$ cat config.mk
export PLATFORM = sky130hd
export DESIGN_NAME = chme_ram
export DESIGN_NICKNAME = d
export VERILOG_FILES = /design/src/rtl/core/chained_hash_map_engine_assert.svh /design/src/rtl/core/chme_ram.sv
export SDC_FILE = /design/constraint.sdc
export NUM_CORES = 1
export LEC_CHECK = 0
export BUFFER_PORTS_ARGS = -buffer_cell sky130_fd_sc_hd__buf_2
export CAP_MARGIN = 0
export CORE_ASPECT_RATIO = 0.5
export CORE_MARGIN = 2
export CORE_UTILIZATION = 55
export DETAILED_ROUTE_END_ITERATION = 10
export GPL_ROUTABILITY_DRIVEN = 0
export PLACE_DENSITY = 0.82
export SYNTH_ARGS = -nofsm -noshare
export SYNTH_HDL_FRONTEND = slang
export SYNTH_SLANG_ARGS = --single-unit
export TNS_END_PERCENT = 1
$ cat constraint.sdc
create_clock -name clk -period 2.9 [get_ports clk]
set_input_delay 0.145 -clock clk [delete_from_list [all_inputs] [get_ports clk]]
set_output_delay 0.145 -clock clk [all_outputs]
set_load 0.03 [all_outputs]
$ cat src/rtl/core/chained_hash_map_engine_assert.svh
// Assertion macros for the hash map engine
`ifndef CHAINED_HASH_MAP_ENGINE_ASSERT_SVH
`define CHAINED_HASH_MAP_ENGINE_ASSERT_SVH

`ifndef SYNTHESIS
`define CHME_ASSERT_SAME(lbl, ante, cons, msg) \
  lbl: assert property (@(posedge clk) disable iff (rst) (ante) |-> (cons)) else $error(msg);
`define CHME_ASSERT_NEXT(lbl, ante, cons, msg) \
  lbl: assert property (@(posedge clk) disable iff (rst) (ante) |=> (cons)) else $error(msg);
`else
`define CHME_ASSERT_SAME(lbl, ante, cons, msg)
`define CHME_ASSERT_NEXT(lbl, ante, cons, msg)
`endif

`endif

$ cat src/rtl/core/chme_ram.sv
module chme_ram #(
  parameter int unsigned WIDTH = 8,
  parameter int unsigned DEPTH = 16
) (
  input  logic                     clk,
  input  logic                     we,
  input  logic [$clog2(DEPTH)-1:0] addr,
  input  logic [WIDTH-1:0]         wdata,
  output logic [WIDTH-1:0]         rdata
);

  logic [WIDTH-1:0] mem [DEPTH];

  // single port, registered read
  always_ff @(posedge clk) begin
    if (we) begin
      mem[addr] <= wdata;
    end
    rdata <= mem[addr];
  end

endmodule

# Word-level counts from Yosys, hierarchy flattened
# Memories as Yosys holds them, arrays and structs flattened. A register that Yosys moved wholly into a read port is not among the register bits.
# Index checks and enable logic that the tools add are counted.
# W data, S select, Z words.
dict set report classes {
  mux 2
}
# operator count
set ops {}
lappend ops {{$mux W1} 2}
dict set report word_totals {
  reg_bits 0
  ram_bits 128
  output_inout_bits 8
  wordCells 3
  memories 1
}
# name words width read_ports rd_clocked_by_memory_dff wr line_no
set memory_table {}
lappend memory_table {mem 16 8 1 1 1 chme_ram.sv:12} ;# logic [WIDTH-1:0] mem [DEPTH];

# Longest topological paths before layout
dict set report depth {
  depth_word 2
  ltp_mapped 5
  mapped_depth_nobuf 3
}

# Worst setup path before layout
# No wires, ideal clock.
dict set report synth_path {
  kind {input port to flip-flop}
  from {input addr[2]}
  to {memory mem[0][0], enable pin}
  setup_time_ps 383
  arrival_ps 1255
  required_ps 2517
  slack_ps 1262
  cell_stages 2
  path_buffers 0
  path_cell_list {or3b_2 nor3_1}
}
# item line_no
set synth_rtl {}
lappend synth_rtl {{from (decl)} chme_ram.sv:7} ;# input logic [$clog2(DEPTH)-1:0] addr,
lappend synth_rtl {{to (decl)} chme_ram.sv:12}
# Straight into the memory's write port.

# Final worst setup path
dict set report layout_path {
  from {input addr[0]}
  to {memory mem[1][2], enable pin}
}
# Straight into the memory's write port.

==> impl_metrics.toml <==
[yosys]
postSynthAreaPerCell_um2 = 22.0
muxShareOfSynthArea = 0.142
synth-xor-area-share = 0
syn-instance-count = 230
synth-compound-area-share = 0.0237
ys_seq_area_frac = 0.790
synth-adder-area-share = 0
syn_nets = 244
yosys_warnings = 0
synth.distinct_cells = 18
synth_top_family_by_area = "multiplexers"
synth-seq-cells = 136
synthTopCellsByArea = "edfxtp_1 (76%), mux4_2 (14%), dfxtp_1 (3.2%), a22oi_1 (2.4%), nor2_1 (0.96%)"
synth.largest_area_cell = "edfxtp_1"
synth_top_area_frac = 0.759
synth-simple-area-share = 0.0321
syn_area_um2 = 5070

[global_route]
antenna_found_initial = 0
grt_overflow = 0
grt_use_total = 0.216
grt_pass1_vias = 2507
grt_pass1_wl_um = 15100
grt_max_degree = 40

[clock_tree]
post_cts_buffers = 0
clock_path_buffers = 2
postCtsHoldBufs = 0
clock_latency_ps = 420
numCtsBuffers = 17
cts-root-buf = "clkbuf_16"
h-tree-depth = 4
cts_tree = "yes"
cts_resized = 0
cts.sinks = 136
clk_pin_slew_ps = 60

[detailed_routing]
ant_nets = 0
dr.pass1.iters = 5
drc_errors = 0
vias = 2501
avgViaCountPerCell = 6.27
routedWlPerCell_um = 24.6
drt-total-wl_um = 9800
first_iter_violations = 349

[critical_path]
path_max_fanout = 31
endpoint_kind = "register"
crit_chain = "buf_2 > nand2b_1 > nor2_1"
worstPathArrival_ps = 1890
critPathSlowestCell = "nor2_1"
cpPeakStageDelay_ps = 730
critPathRequiredTime_ps = 2930
worstSetupPathType = "in2reg"
startpoint_type = "input pin"

[sta]
holdWs_ps = 115
max_freq_mhz = 540
period_share = 0.639
setup_tns_ps = 0
fin_crit_ps = 1850
slew_headroom = 0.148
setup_viol = 0
worst_slew_pin_slew_ps = 1270
finalHoldViolCount = 0
drv_slew = 0
skew_ps = 8.98
rsz0062_at_grt = "false"

[floorplan]
die_w_um = 140
fp-row-count = 24
io_pins = 22
core_um2 = 8830
start_util = 0.574
die-area_um2 = 10000
die_h_um = 71.9

[final_layout]
syn_to_final_growth_pct = 16.1
nNetsFinal = 283
drive_above_1_share = 0.316
diodes = 0

[outcome]
outcome = "finished, final reports clean"

[power]
ir_drop_uv = 485
p_leak_nw = 1.94
powerDensity_nw_per_um2 = 753

[flow_run]
drv_cap = 0

[placement]
hpwl_um = 5460
port_buffers = 21

[hold_path]
min_path_type = "in2reg"
## per-layer routing
layer | GRT usage | up-vias | part of all wire
li1 | - | 1041 | -
met1 | 0.304 | 1292 | 0.42
met2 | 0.325 | 152 | 0.48
met3 | 0.0715 | 16 | 0.085
met4 | 0.0789 | 0 | 0.014
met5 | 0 | - | 0
## worst paths after layout
path,start,endpoint,slack (ps),cells after the start
hold reg to reg,mem[12][5],rdata[5],670,3
hold / removal,wdata[4],mem[3][4],120,1
setup / recovery,addr[0],mem[1][2],1050,3
setup reg to reg,mem[3][7],rdata[7],1460,3
## cells by family (layout without fill, tap and decap cells)
logic type / count (synthesis) / count (layout)
and+or+nand+nor: 35 / 35
buffers and inverters: 11 / 63
muxes: 32 / 32
AOI/OAI and AO/OA: 16 / 16
DFF: 136 / 136
## cell type report
type | count | area [um2]
clock buffers | 28 | 507
clock inverters | 4 | 45.0
fillers | 525 | 2940
multi-input cells | 83 | 1000
flip-flops and latches | 136 | 4000
well taps | 117 | 146
repair buffers | 31 | 180
## stage by stage
stage                     total power [mW]  setup slack, ps   util  instance area, um2  std cells
after floorplan                       2.39             1260      -                5070        230
after global placement                2.46              723  0.604                5330        367
after detailed placement              2.47              667  0.604                5330        367
after CTS                             4.45             1040  0.667                5890        399
after global routing                  4.54              895  0.667                5890        399
final                                 4.43             1050  0.667                5890        399
## power breakdown
group / internal [mW] / switching [mW] / leakage [nW] / total, mW
Sequential: 2.20 / 0.0129 / 1.22 / 2.21
Clock: 1.27 / 0.730 / 0.272 / 2.00
Combinational: 0.0819 / 0.138 / 0.447 / 0.220
Total: 3.55 / 0.882 / 1.94 / 4.43
## cell usage after synthesis
library cell	n
edfxtp_1	128
mux4_2	32
a22oi_1	16
nor2_1	13
nand2_1	9
dfxtp_1	8
buf_1	4
nor3_1	4
buf_2	2
buf_6	2
clkbuf_1	2
nand2b_1	2
nand3b_1	2
nor2b_1	2
and2_1	1
clkbuf_2	1
nand3_1	1
or3b_2	1
## registers in the layout (all words and copies together), names as in the netlist
name   cells
mem      128
rdata      8
## critical path, delay by kind of cell
family,cells,cell delay (ps)
buffers and inverters,1,720
AND/OR/NAND/NOR,2,1020
## cells in the final DEF, fill, tap and decap left out, types with 2 or more instances in the layout
| master | netlist | routed |
|---|---|---|
| edfxtp_1 | 128 | 128 |
| mux4_2 | 32 | 32 |
| buf_2 | 2 | 21 |
| clkbuf_16 | 0 | 17 |
| a22oi_1 | 16 | 16 |
| nor2_1 | 13 | 13 |
| buf_4 | 0 | 10 |
| nand2_1 | 9 | 9 |
| dfxtp_1 | 8 | 8 |
| clkbuf_1 | 2 | 7 |
| nor3_1 | 4 | 4 |
| clkbuf_8 | 0 | 4 |
| clkinv_2 | 0 | 3 |
| nor2b_1 | 2 | 2 |
| nand3b_1 | 2 | 2 |
| nand2b_1 | 2 | 2 |
Note: power is estimated with default switching activity, not from simulation.
