**config.mk**
```make
export PLATFORM = sky130hd
export DESIGN_NAME = chme_seq
export DESIGN_NICKNAME = d
export VERILOG_FILES = /design/src/rtl/core/chained_hash_map_engine_assert.svh /design/src/rtl/core/chme_pkg.sv /design/src/rtl/core/chme_seq.sv
export SDC_FILE = /design/constraint.sdc
export NUM_CORES = 1
export LEC_CHECK = 0
export ABC_AREA = 0
export BUFFER_PORTS_ARGS = -buffer_cell sky130_fd_sc_hd__buf_2
export CORE_MARGIN = 1.5
export CORE_UTILIZATION = 53
export CTS_CLUSTER_SIZE = 14
export DETAILED_ROUTE_END_ITERATION = 8
export GPL_ROUTABILITY_DRIVEN = 0
export GPL_TIMING_DRIVEN = 0
export HOLD_SLACK_MARGIN = 0.12
export PLACE_DENSITY = 0.87
export SYNTH_ARGS = -nofsm -noshare
export SYNTH_HDL_FRONTEND = slang
export SYNTH_SLANG_ARGS = --single-unit
```
**constraint.sdc**
```tcl
create_clock -name clk -period 7.5 [get_ports clk]
set_input_delay 1.5 -clock clk [delete_from_list [all_inputs] [get_ports clk]]
set_output_delay 1.5 -clock clk [all_outputs]
set_load 0.005 [all_outputs]
```
**src/rtl/core/chained_hash_map_engine_assert.svh**
```systemverilog
// Assertion macros for the hash map engine
`ifndef CHAINED_HASH_MAP_ENGINE_ASSERT_SVH
`define CHAINED_HASH_MAP_ENGINE_ASSERT_SVH

`ifndef SYNTHESIS
`define CHME_ASSERT_SAME(lbl, ante, cons, msg) \
  lbl: assert property (@(posedge clk) disable iff (rst) (ante) |-> (cons)) else $error(msg);
`define CHME_ASSERT_NEXT(lbl, ante, cons, msg) \
  lbl: assert property (@(posedge clk) disable iff (rst) (ante) |=> (cons)) else $error(msg);
`else
`define CHME_ASSERT_SAME(lbl, ante, cons, msg)
`define CHME_ASSERT_NEXT(lbl, ante, cons, msg)
`endif

`endif

```
**src/rtl/core/chme_pkg.sv**
```systemverilog
package chme_pkg;

  localparam int unsigned BUCKETS_DEFAULT    = 256;
  localparam int unsigned POOL_NODES_DEFAULT = 1024;

  localparam int unsigned KEY_W   = 32;
  localparam int unsigned DATA_W  = 64;
  localparam int unsigned COUNT_W = 11;

  // request codes
  localparam logic [1:0] OP_INSERT = 2'd0;
  localparam logic [1:0] OP_REMOVE = 2'd1;
  localparam logic [1:0] OP_LOOKUP = 2'd2;

  // result codes
  localparam logic [1:0] ST_OK        = 2'd0;
  localparam logic [1:0] ST_OVERWRITE = 2'd1;
  localparam logic [1:0] ST_NOT_FOUND = 2'd2;
  localparam logic [1:0] ST_FULL      = 2'd3;

  typedef enum logic [2:0] {
    S_INIT,
    S_IDLE,
    S_HASH,
    S_HEAD_RD,
    S_HEAD,
    S_WALK,
    S_ACT,
    S_ALLOC
  } seq_state_t;

  // one finished result word
  typedef struct packed {
    logic [1:0]         status;
    logic [DATA_W-1:0]  data;
    logic [COUNT_W-1:0] count;
  } result_t;

endpackage

```
**src/rtl/core/chme_seq.sv**
```systemverilog
module chme_seq #(
  parameter int unsigned BUCKETS    = chme_pkg::BUCKETS_DEFAULT,
  parameter int unsigned POOL_NODES = chme_pkg::POOL_NODES_DEFAULT,
  localparam int unsigned BW = $clog2(BUCKETS),
  localparam int unsigned IW = $clog2(POOL_NODES),
  localparam int unsigned NW = chme_pkg::KEY_W + chme_pkg::DATA_W + 1 + IW
) (
  input  logic                          clk,
  input  logic                          rst,
  input  logic                          in_valid,
  output logic                          in_ready,
  input  logic [1:0]                    op,
  input  logic [chme_pkg::KEY_W-1:0]    key,
  input  logic [chme_pkg::DATA_W-1:0]   data_in,
  output logic                          res_valid,
  input  logic                          res_ready,
  output chme_pkg::result_t             res,
  // bucket head memory
  output logic                          b_we,
  output logic [BW-1:0]                 b_addr,
  output logic [IW:0]                   b_wdata,
  input  logic [IW:0]                   b_rdata,
  // node memory
  output logic                          n_we,
  output logic [IW-1:0]                 n_addr,
  output logic [NW-1:0]                 n_wdata,
  input  logic [NW-1:0]                 n_rdata,
  // free stack memory
  output logic                          f_we,
  output logic [IW-1:0]                 f_addr,
  output logic [IW-1:0]                 f_wdata,
  input  logic [IW-1:0]                 f_rdata
);

  localparam int unsigned SWEEP = (BUCKETS > POOL_NODES) ? BUCKETS : POOL_NODES;
  localparam int unsigned SW    = $clog2(SWEEP);
  localparam int unsigned CW    = IW + 1;
  localparam bit          POW2  = (BUCKETS & (BUCKETS - 1)) == 0;

  typedef struct packed {
    logic [chme_pkg::KEY_W-1:0]  key;
    logic [chme_pkg::DATA_W-1:0] data;
    logic                        lok;
    logic [IW-1:0]               link;
  } node_word_t;

  typedef struct packed {
    logic          ok;
    logic [IW-1:0] idx;
  } head_word_t;

  chme_pkg::seq_state_t state, state_next;

  logic [SW-1:0]               sweep;
  logic [1:0]                  op_r;
  logic [chme_pkg::KEY_W-1:0]  key_r;
  logic [chme_pkg::KEY_W-1:0]  kshift;
  logic [chme_pkg::DATA_W-1:0] data_r;
  logic [BW-1:0]               bkt;
  logic [2:0]                  hcnt;
  logic                        head_ok;
  logic [IW-1:0]               head_idx;
  logic [IW-1:0]               cur;
  logic                        prev_ok;
  logic [IW-1:0]               prev_idx;
  node_word_t                  prev_word;
  node_word_t                  hit_word;
  logic [IW-1:0]               hit;
  logic                        found;
  logic [CW-1:0]               free_top;
  logic [CW-1:0]               count;
  logic [1:0]                  st_r;
  logic [chme_pkg::DATA_W-1:0] dout_r;

  node_word_t nrd;
  head_word_t brd;
  logic [BW:0]   rstep;
  logic [BW-1:0] rem_next;
  logic          key_hit;
  logic          sweep_last;
  logic [31:0]   count32;

  assign nrd        = node_word_t'(n_rdata);
  assign brd        = head_word_t'(b_rdata);
  assign key_hit    = nrd.key == key_r;
  assign sweep_last = sweep == SW'(SWEEP - 1);

  // remainder by the bucket count, four key bits a step from the top
  always_comb begin
    rstep = {1'b0, bkt};
    for (int i = 0; i < 4; i++) begin
      rstep = {rstep[BW-1:0], kshift[chme_pkg::KEY_W-1-i]};
      if (rstep >= (BW+1)'(BUCKETS)) begin
        rstep = rstep - (BW+1)'(BUCKETS);
      end
    end
    rem_next = rstep[BW-1:0];
  end

  // next state
  always_comb begin
    state_next = state;
    case (state)
      chme_pkg::S_INIT:    if (sweep_last) state_next = chme_pkg::S_IDLE;
      chme_pkg::S_IDLE: begin
        if (in_valid) state_next = POW2 ? chme_pkg::S_HEAD_RD : chme_pkg::S_HASH;
      end
      chme_pkg::S_HASH:    if (hcnt == 3'd7) state_next = chme_pkg::S_HEAD_RD;
      chme_pkg::S_HEAD_RD: state_next = chme_pkg::S_HEAD;
      chme_pkg::S_HEAD: begin
        if (op_r == chme_pkg::OP_INSERT || op_r == chme_pkg::OP_REMOVE ||
            op_r == chme_pkg::OP_LOOKUP) begin
          state_next = brd.ok ? chme_pkg::S_WALK : chme_pkg::S_ACT;
        end else begin
          state_next = chme_pkg::S_ALLOC;
        end
      end
      chme_pkg::S_WALK:    if (key_hit || !nrd.lok) state_next = chme_pkg::S_ACT;
      chme_pkg::S_ACT: begin
        if (op_r == chme_pkg::OP_INSERT && !found && free_top != '0) begin
          state_next = chme_pkg::S_ALLOC;
        end else if (res_ready) begin
          state_next = chme_pkg::S_IDLE;
        end
      end
      chme_pkg::S_ALLOC:   if (res_ready) state_next = chme_pkg::S_IDLE;
      default:             state_next = chme_pkg::S_INIT;
    endcase
  end

  // memory ports and handshake
  always_comb begin
    in_ready  = 1'b0;
    res_valid = 1'b0;
    b_we      = 1'b0;
    b_addr    = bkt;
    b_wdata   = '0;
    n_we      = 1'b0;
    n_addr    = cur;
    n_wdata   = '0;
    f_we      = 1'b0;
    f_addr    = free_top[IW-1:0];
    f_wdata   = hit;
    case (state)
      chme_pkg::S_INIT: begin
        b_addr  = sweep[BW-1:0];
        b_we    = {1'b0, sweep} < (SW+1)'(BUCKETS);
        b_wdata = '0;
        f_addr  = sweep[IW-1:0];
        f_we    = {1'b0, sweep} < (SW+1)'(POOL_NODES);
        f_wdata = sweep[IW-1:0];
      end
      chme_pkg::S_IDLE: in_ready = 1'b1;
      chme_pkg::S_HEAD: n_addr = brd.idx;
      chme_pkg::S_WALK: n_addr = nrd.link;
      chme_pkg::S_ACT: begin
        // write-back stays pending until the result slot frees
        if (op_r == chme_pkg::OP_INSERT) begin
          if (!found && free_top != '0) begin
            f_addr = free_top[IW-1:0] - IW'(1);
          end else begin
            res_valid = 1'b1;
          end
        end else begin
          res_valid = 1'b1;
        end
      end
      chme_pkg::S_ALLOC: res_valid = 1'b1;
      default: ;
    endcase

    // commit writes on the cycle the result is handed over
    if (state == chme_pkg::S_ACT && res_ready && found) begin
      if (op_r == chme_pkg::OP_INSERT) begin
        n_we    = 1'b1;
        n_addr  = hit;
        n_wdata = {key_r, data_r, hit_word.lok, hit_word.link};
      end else if (op_r == chme_pkg::OP_REMOVE) begin
        if (prev_ok) begin
          n_we    = 1'b1;
          n_addr  = prev_idx;
          n_wdata = {prev_word.key, prev_word.data, hit_word.lok, hit_word.link};
        end else begin
          b_we    = 1'b1;
          b_wdata = {hit_word.lok, hit_word.link};
        end
        f_we   = free_top < CW'(POOL_NODES);
        f_addr = free_top[IW-1:0];
      end
    end
    if (state == chme_pkg::S_ALLOC && res_ready && op_r == chme_pkg::OP_INSERT) begin
      n_we    = 1'b1;
      n_addr  = f_rdata;
      n_wdata = {key_r, data_r, head_ok, head_idx};
      b_we    = 1'b1;
      b_wdata = {1'b1, f_rdata};
    end
  end

  // datapath registers
  always_ff @(posedge clk) begin
    case (state)
      chme_pkg::S_IDLE: begin
        op_r   <= op;
        key_r  <= key;
        kshift <= key;
        data_r <= data_in;
        bkt    <= POW2 ? key[BW-1:0] : '0;
        hcnt   <= '0;
      end
      chme_pkg::S_HASH: begin
        bkt    <= rem_next;
        kshift <= kshift << 4;
        hcnt   <= hcnt + 3'd1;
      end
      chme_pkg::S_HEAD: begin
        head_ok  <= brd.ok;
        head_idx <= brd.idx;
        cur      <= brd.idx;
        prev_ok  <= 1'b0;
        found    <= 1'b0;
      end
      chme_pkg::S_WALK: begin
        if (key_hit) begin
          found    <= 1'b1;
          hit      <= cur;
          hit_word <= nrd;
        end else begin
          prev_ok   <= 1'b1;
          prev_idx  <= cur;
          prev_word <= nrd;
          cur       <= nrd.link;
        end
      end
      default: ;
    endcase
  end

  // result code and data, settled before the handover
  always_comb begin
    st_r   = chme_pkg::ST_OK;
    dout_r = '0;
    case (op_r)
      chme_pkg::OP_INSERT: begin
        if (found) begin
          if (hit_word.data != '0 && hit_word.data != data_r) st_r = chme_pkg::ST_OVERWRITE;
        end else if (free_top == '0) begin
          st_r = chme_pkg::ST_FULL;
        end
      end
      chme_pkg::OP_REMOVE: if (!found) st_r = chme_pkg::ST_NOT_FOUND;
      chme_pkg::OP_LOOKUP: begin
        if (found) dout_r = hit_word.data;
        else       st_r   = chme_pkg::ST_NOT_FOUND;
      end
      default: ;
    endcase
  end

  // count as it stands after this request
  always_comb begin
    count32 = 32'(count);
    if (state == chme_pkg::S_ACT && op_r == chme_pkg::OP_REMOVE && found && count != '0) begin
      count32 = 32'(count) - 32'd1;
    end else if (state == chme_pkg::S_ALLOC && op_r == chme_pkg::OP_INSERT) begin
      count32 = 32'(count) + 32'd1;
    end
  end

  assign res.status = (state == chme_pkg::S_ALLOC) ? chme_pkg::ST_OK : st_r;
  assign res.data   = (state == chme_pkg::S_ALLOC) ? '0 : dout_r;
  assign res.count  = count32[chme_pkg::COUNT_W-1:0];

  // control registers
  always_ff @(posedge clk) begin
    if (rst) begin
      state    <= chme_pkg::S_INIT;
      sweep    <= '0;
      free_top <= CW'(POOL_NODES);
      count    <= '0;
    end else begin
      state <= state_next;
      if (state == chme_pkg::S_INIT) begin
        sweep <= sweep + SW'(1);
      end
      if (state == chme_pkg::S_ACT && op_r == chme_pkg::OP_INSERT && !found &&
          free_top != '0) begin
        free_top <= free_top - CW'(1);
      end
      if (state == chme_pkg::S_ACT && res_ready && op_r == chme_pkg::OP_REMOVE && found) begin
        if (free_top < CW'(POOL_NODES)) free_top <= free_top + CW'(1);
        if (count != '0) count <= count - CW'(1);
      end
      if (state == chme_pkg::S_ALLOC && res_ready && op_r == chme_pkg::OP_INSERT) begin
        count <= count + CW'(1);
      end
    end
  end

endmodule

```
# Word-level counts from Yosys, hierarchy flattened
# Index checks and enable logic that the tools add are counted.
dict set report word_totals {
  reg_bits 390
  inputBits 230
  out_inout_bits 238
  word_cells 182
}
dict set report op_classes {
  n_addsub 13
  magnitude_cmp 6
  eq_ne 19
  n_mux 82
  n_bitwise 1
  reduce_logical 39
}
# operator n
set ops {}
lappend ops {{$mux 107} 5}
lappend ops {{$mux 64} 3}
lappend ops {{$mux 11} 13}
lappend ops {{$mux 10} 12}
lappend ops {{$ne 64x64->1} 1}
lappend ops {{$pmux 32 s2} 1}
lappend ops {{$reduce_bool 64->1} 1}
lappend ops {{$pmux 10 s2} 3}
lappend ops {{$mux 8} 5}
lappend ops {{$ge 9x9->1 const B} 4}
lappend ops {{$add 11x1->11 const B} 3}
lappend ops {{$sub 11x1->11 const B} 3}
lappend ops {{$eq 32x32->1} 1}
lappend ops {{$sub 8x1->8 const B} 4}
lappend ops {{$pmux 3 s8} 1}
lappend ops {{$reduce_bool 11->1} 2}
lappend ops {{$mux 1} 21}
lappend ops {{$mux 3} 6}
lappend ops {{$logic_and 1x1->1} 17}
lappend ops {{$pmux 8 s2} 1}
lappend ops {{$eq 3x3->1 const B} 5}
lappend ops {{$mux 2} 6}
lappend ops {{$ne 2x2->1 const B} 6}
lappend ops {{$logic_not 11->1} 1}
lappend ops {{22 further kinds} 35}

# Logic depth before layout (Yosys ltp)
dict set report depth {
  word_depth 9
  ltp_mapped 10
  depth_no_buf 7
}

# Worst setup path before layout
# OpenSTA, ideal clock, no wires.
dict set report synth_timing {
  kind {input to register}
  from {in n_rdata[101]}
  to {reg hit[0] (enable)}
  setup_time_ns 0.529
  t_arrival_ns 5.899
  t_required_ns 6.971
  slack_ns 1.072
  path_stages 5
  n_path_buf 0
  path_cell_list {xor2_1 > nor4_1 > nand4_1 > or2_2 > nor2_1}
}
dict set report synth_via {
  elab_chain_cells 2
}
# item line
set synth_lines {}
lappend synth_lines {{start, declared} chme_seq.sv:27} ;# input logic [NW-1:0] n_rdata,
lappend synth_lines {{$eq 32x32->1} chme_seq.sv:85} ;# assign key_hit = nrd.key == key_r;
lappend synth_lines {{$reduce_and 2->1 (no source line)} n/a}
lappend synth_lines {{end signal, assigned} chme_seq.sv:226} ;# hit <= cur;
lappend synth_lines {{end, declared} chme_seq.sv:68} ;# logic [IW-1:0] hit;
# No other way between the ends.
# A chain may end at the register's enable or synchronous reset.

# Worst setup path in the final report
dict set report layout_timing {
  from {in res_ready}
  to {out n_wdata[98]}
}
dict set report layout_via {
  elab_chain_cells 4
  elab_cells_between_ends 6
  cone_classes {2 x mux; 4 x reduce/logical}
}
# item line
set layout_lines {}
lappend layout_lines {{start, declared} chme_seq.sv:16} ;# input logic res_ready,
lappend layout_lines {{$logic_and 1x1->1 (2 in a row)} chme_seq.sv:173} ;# if (state == chme_pkg::S_ACT && res_ready && found) begin
lappend layout_lines {{$mux 107} chme_seq.sv:173}
lappend layout_lines {{$mux 107 *} chme_seq.sv:191} ;# if (state == chme_pkg::S_ALLOC && res_ready && op_r == chme_pkg::OP_INSERT) begin
lappend layout_lines {{end, declared} chme_seq.sv:26} ;# output logic [NW-1:0] n_wdata,
# Every way passes the cells marked *; elsewhere a longest branch is shown, timed or not.

==> run summary <==
The actual transition at the worst max-transition pin was 1.13 ns; the post-detailed-route DRC marker count was 0. The synthesized design contains 355 enable-type register cells. The run gives 2242 as the number of nets in the layout. The clock-pin slew on the worst setup and hold paths is 0.06 ns. Power spread over the standard cell area amounts to 201 nW/µm². Summed over all layers, the global routing overflow is 0. Synthesis produced a netlist with a net count of 1725. For the count of different cell masters after synthesis, the log shows 72. The run gives 67 as the row count. The number of gates resized after CTS was 0. The HPWL after detailed placement is 44200 µm, and the top cell type's share of synthesized area is 58.8%. In the finished design, the share of the clock period the worst path needs comes to 79.5%. Of all nets on the critical path, the largest fanout is 10. The root buffer cell was sky130_fd_sc_hd__clkbuf_16.

The worst pin sits at a relative slew slack of 24.3%. The critical path is of the input port to output pin type. STA classifies the critical path startpoint as an input port. The biggest area contributor in the post-synthesis netlist is sky130_fd_sc_hd__edfxtp_1. Leaving out fill and tap cells, the most frequent cell in the layout is sky130_fd_sc_hd__buf_2.

The count of maximum capacitance violations is 0. The via count of the first global-routing pass came out at 14700. After detailed placement, the total cell area comes to 21300 µm².

After synthesis, the share of flip-flops with an asynchronous set or reset is 0%. The number of buffers on the longest clock path was 3; the horizontal die dimension was 188 µm. The logs give 62.7% for the register area share after synthesis and 0 for the hold violation total from the final report. The average instance in the mapped netlist occupies 12.2 µm².

The number of pins with negative max-slew slack in the final report was 0; the flop and latch count out of synthesis was 390. The initial utilization of the core area, before any placement, comes to 53.9%. For this design, the CTS-stage hold fixing added 0 buffers. After detailed routing, the average wire length per cell comes to 23.9 µm. The top cell types in the final layout, fill and taps aside, are 471 x sky130_fd_sc_hd__buf_2, 355 x sky130_fd_sc_hd__edfxtp_1, 206 x sky130_fd_sc_hd__nand2_1. The final layout contains routed wiring with a total length of 59500 µm. Global routing used 32.9% of the available tracks. Timing analysis after detailed placement gives a worst setup slack of 1.50 ns. The core region is 33600 µm². The run finished with clean final reports. The tools report the count of yosys warnings during synthesis as 0.

For the total number of vias, the log shows 14900. The number of primary I/O pins is 468, and the netlist area before placement is 18100 µm². The worst hold-check path type was flop to flop. The number of antenna violations at the first check in global routing is 16, and the arrival time at the worst endpoint is 4.47 ns.

For the finished layout, the period the worst path requires is 5.97 ns. The relative area change from synthesis to final layout was 24.9%; the static leakage was 0.00920 µW. The post-layout worst setup margin came out at 1.53 ns. The global-route wire length before repair is 87300 µm. CTS saw 390 sinks.

The run gives 8 as the first-pass detailed-route iteration total. The worst setup path is captured at an output pin. The area of the die was 35300 µm²; the share of layout cells above drive strength 1 was 28.4%.

For the worst setup path, the data required time is 6.00 ns. The number of H-tree branching levels was 2; the maximum clock skew at final layout was 0.0198 ns. Ranked by total cell area, the synthesized netlist is headed by sky130_fd_sc_hd__edfxtp_1 59%, sky130_fd_sc_hd__mux2i_1 6.5%, sky130_fd_sc_hd__xor2_1 5.1%, sky130_fd_sc_hd__nand2_1 4.3%, sky130_fd_sc_hd__dfxtp_1 3.9%. Largest net degree at the start of global routing: 61. TritonCTS built the clock tree. After layout, the design draws a total of 4540 µW. The total of buffers placed on input and output ports is 465.

Setup repair after global routing left no endpoint under its margin. The final instance area came out at 22600 µm². Setup violations remaining at the end of the flow were counted as 0. Fmax: 168 MHz. Among all flip-flop cells after synthesis, the most frequent one is sky130_fd_sc_hd__edfxtp_1. For the gate count after technology mapping, the log shows 1483.

For this block, the initial DRC count from the detailed router was 1813. For the worst-skew pair, the clock arrives at the later sink with an insertion delay of 0.55 ns. The count of nets left with antenna violations once routing finished came out at 0.

Across all hold checks on the routed design, the worst slack comes to 0.476 ns. For the CTS buffer count, the log shows 41. The floorplan step set the die height to 188 µm.

Largest vdd supply drop: 0.204 mV. The detailed-route vias per instance is 5.99, and the buffer count from post-CTS setup fixing is 0.
[state kept, by name, summed over array words and instances (netlist names)]
name / count
prev_word: 96
hit_word: 75
data_r: 64
key_r: 32
kshift: 32
count: 11
free_top: 11
cur: 10
head_idx: 10
hit: 10
prev_idx: 10
sweep: 10
bkt: 8
hcnt: 3
state: 3
op_r: 2
found: 1
head_ok: 1
prev_ok: 1
[path summary, 6_finish.rpt]
kind | start | to | slack, ns | depth (start not counted)
setup / recovery | res_ready | n_wdata[98] | 1.53 | 7
hold / removal | cur[4] | prev_idx[4] | 0.48 | 0
setup reg to reg | state[0] | hit_word[16] | 4.14 | 7
hold reg to reg | cur[4] | prev_idx[4] | 0.48 | 0
[cell families (layout without fill, tap and decap cells)]
group	count (synthesis)	after routing	synth area share, %
AOI/OAI and AO/OA	129	129	5.00
xor gates and xnor gates	130	130	6.28
adders and majority gates	12	12	0.828
buffers and inverters	99	646	2.17
DFF	390	390	62.7
muxes	131	131	7.32
other	0	15	0
and+or+nand+nor	592	592	15.7
[where the power goes]
group	internal, µW	switching [µW]	total (µW)	leakage [µW]
logic	59.5	67.3	127	0.00507
registers	2370	2.25	2370	0.00347
clock network	1190	859	2050	0.000660
total	3620	928	4540	0.00920
[area by class of cell]
type | instances | area, µm²
sequential | 390 | 11400
fill | 2369 | 11000
multi-input combinational | 994 | 6400
timing repair buffer | 474 | 2540
clock buffer | 50 | 1100
tap | 448 | 561
buffer | 84 | 338
clock inverter | 23 | 244
inverter | 15 | 56.3
antenna | 15 | 37.5
[per-stage QoR]
stage	TNS (ns)	utilization, %	cells
final	0	67.3	2493
after global routing	0	67.3	2492
after CTS	0	67.2	2478
after detailed placement	0	63.2	2405
after global placement	-219.65	62.5	2396
after floorplan	0	-	1483
[layer usage]
layer	GRT usage [%]	part of all wire, %
met1	43.4	37
met2	52.7	47
met3	7.65	12
met4	13.7	4.7
met5	0	0.018
[worst max-delay path: stages]
cell and delay (ns):
sky130_fd_sc_hd__clkbuf_1 0.28, sky130_fd_sc_hd__and2_1 0.26, sky130_fd_sc_hd__nor2_1 0.77, sky130_fd_sc_hd__clkbuf_1 0.71, sky130_fd_sc_hd__buf_1 0.54, sky130_fd_sc_hd__nor2_1 0.22, sky130_fd_sc_hd__buf_2 0.18
[synthesized netlist by cell type, types with 19 or more instances]
cell / count
sky130_fd_sc_hd__edfxtp_1: 355
sky130_fd_sc_hd__nand2_1: 206
sky130_fd_sc_hd__nor2_1: 149
sky130_fd_sc_hd__mux2i_1: 118
sky130_fd_sc_hd__xor2_1: 106
sky130_fd_sc_hd__and2_1: 73
sky130_fd_sc_hd__clkbuf_1: 58
sky130_fd_sc_hd__nor4_1: 45
sky130_fd_sc_hd__o21ai_0: 38
sky130_fd_sc_hd__dfxtp_1: 35
sky130_fd_sc_hd__xnor2_1: 24
sky130_fd_sc_hd__nand3_1: 22
sky130_fd_sc_hd__nor3_1: 19
No activity file was read; power rests on OpenSTA's default activity.
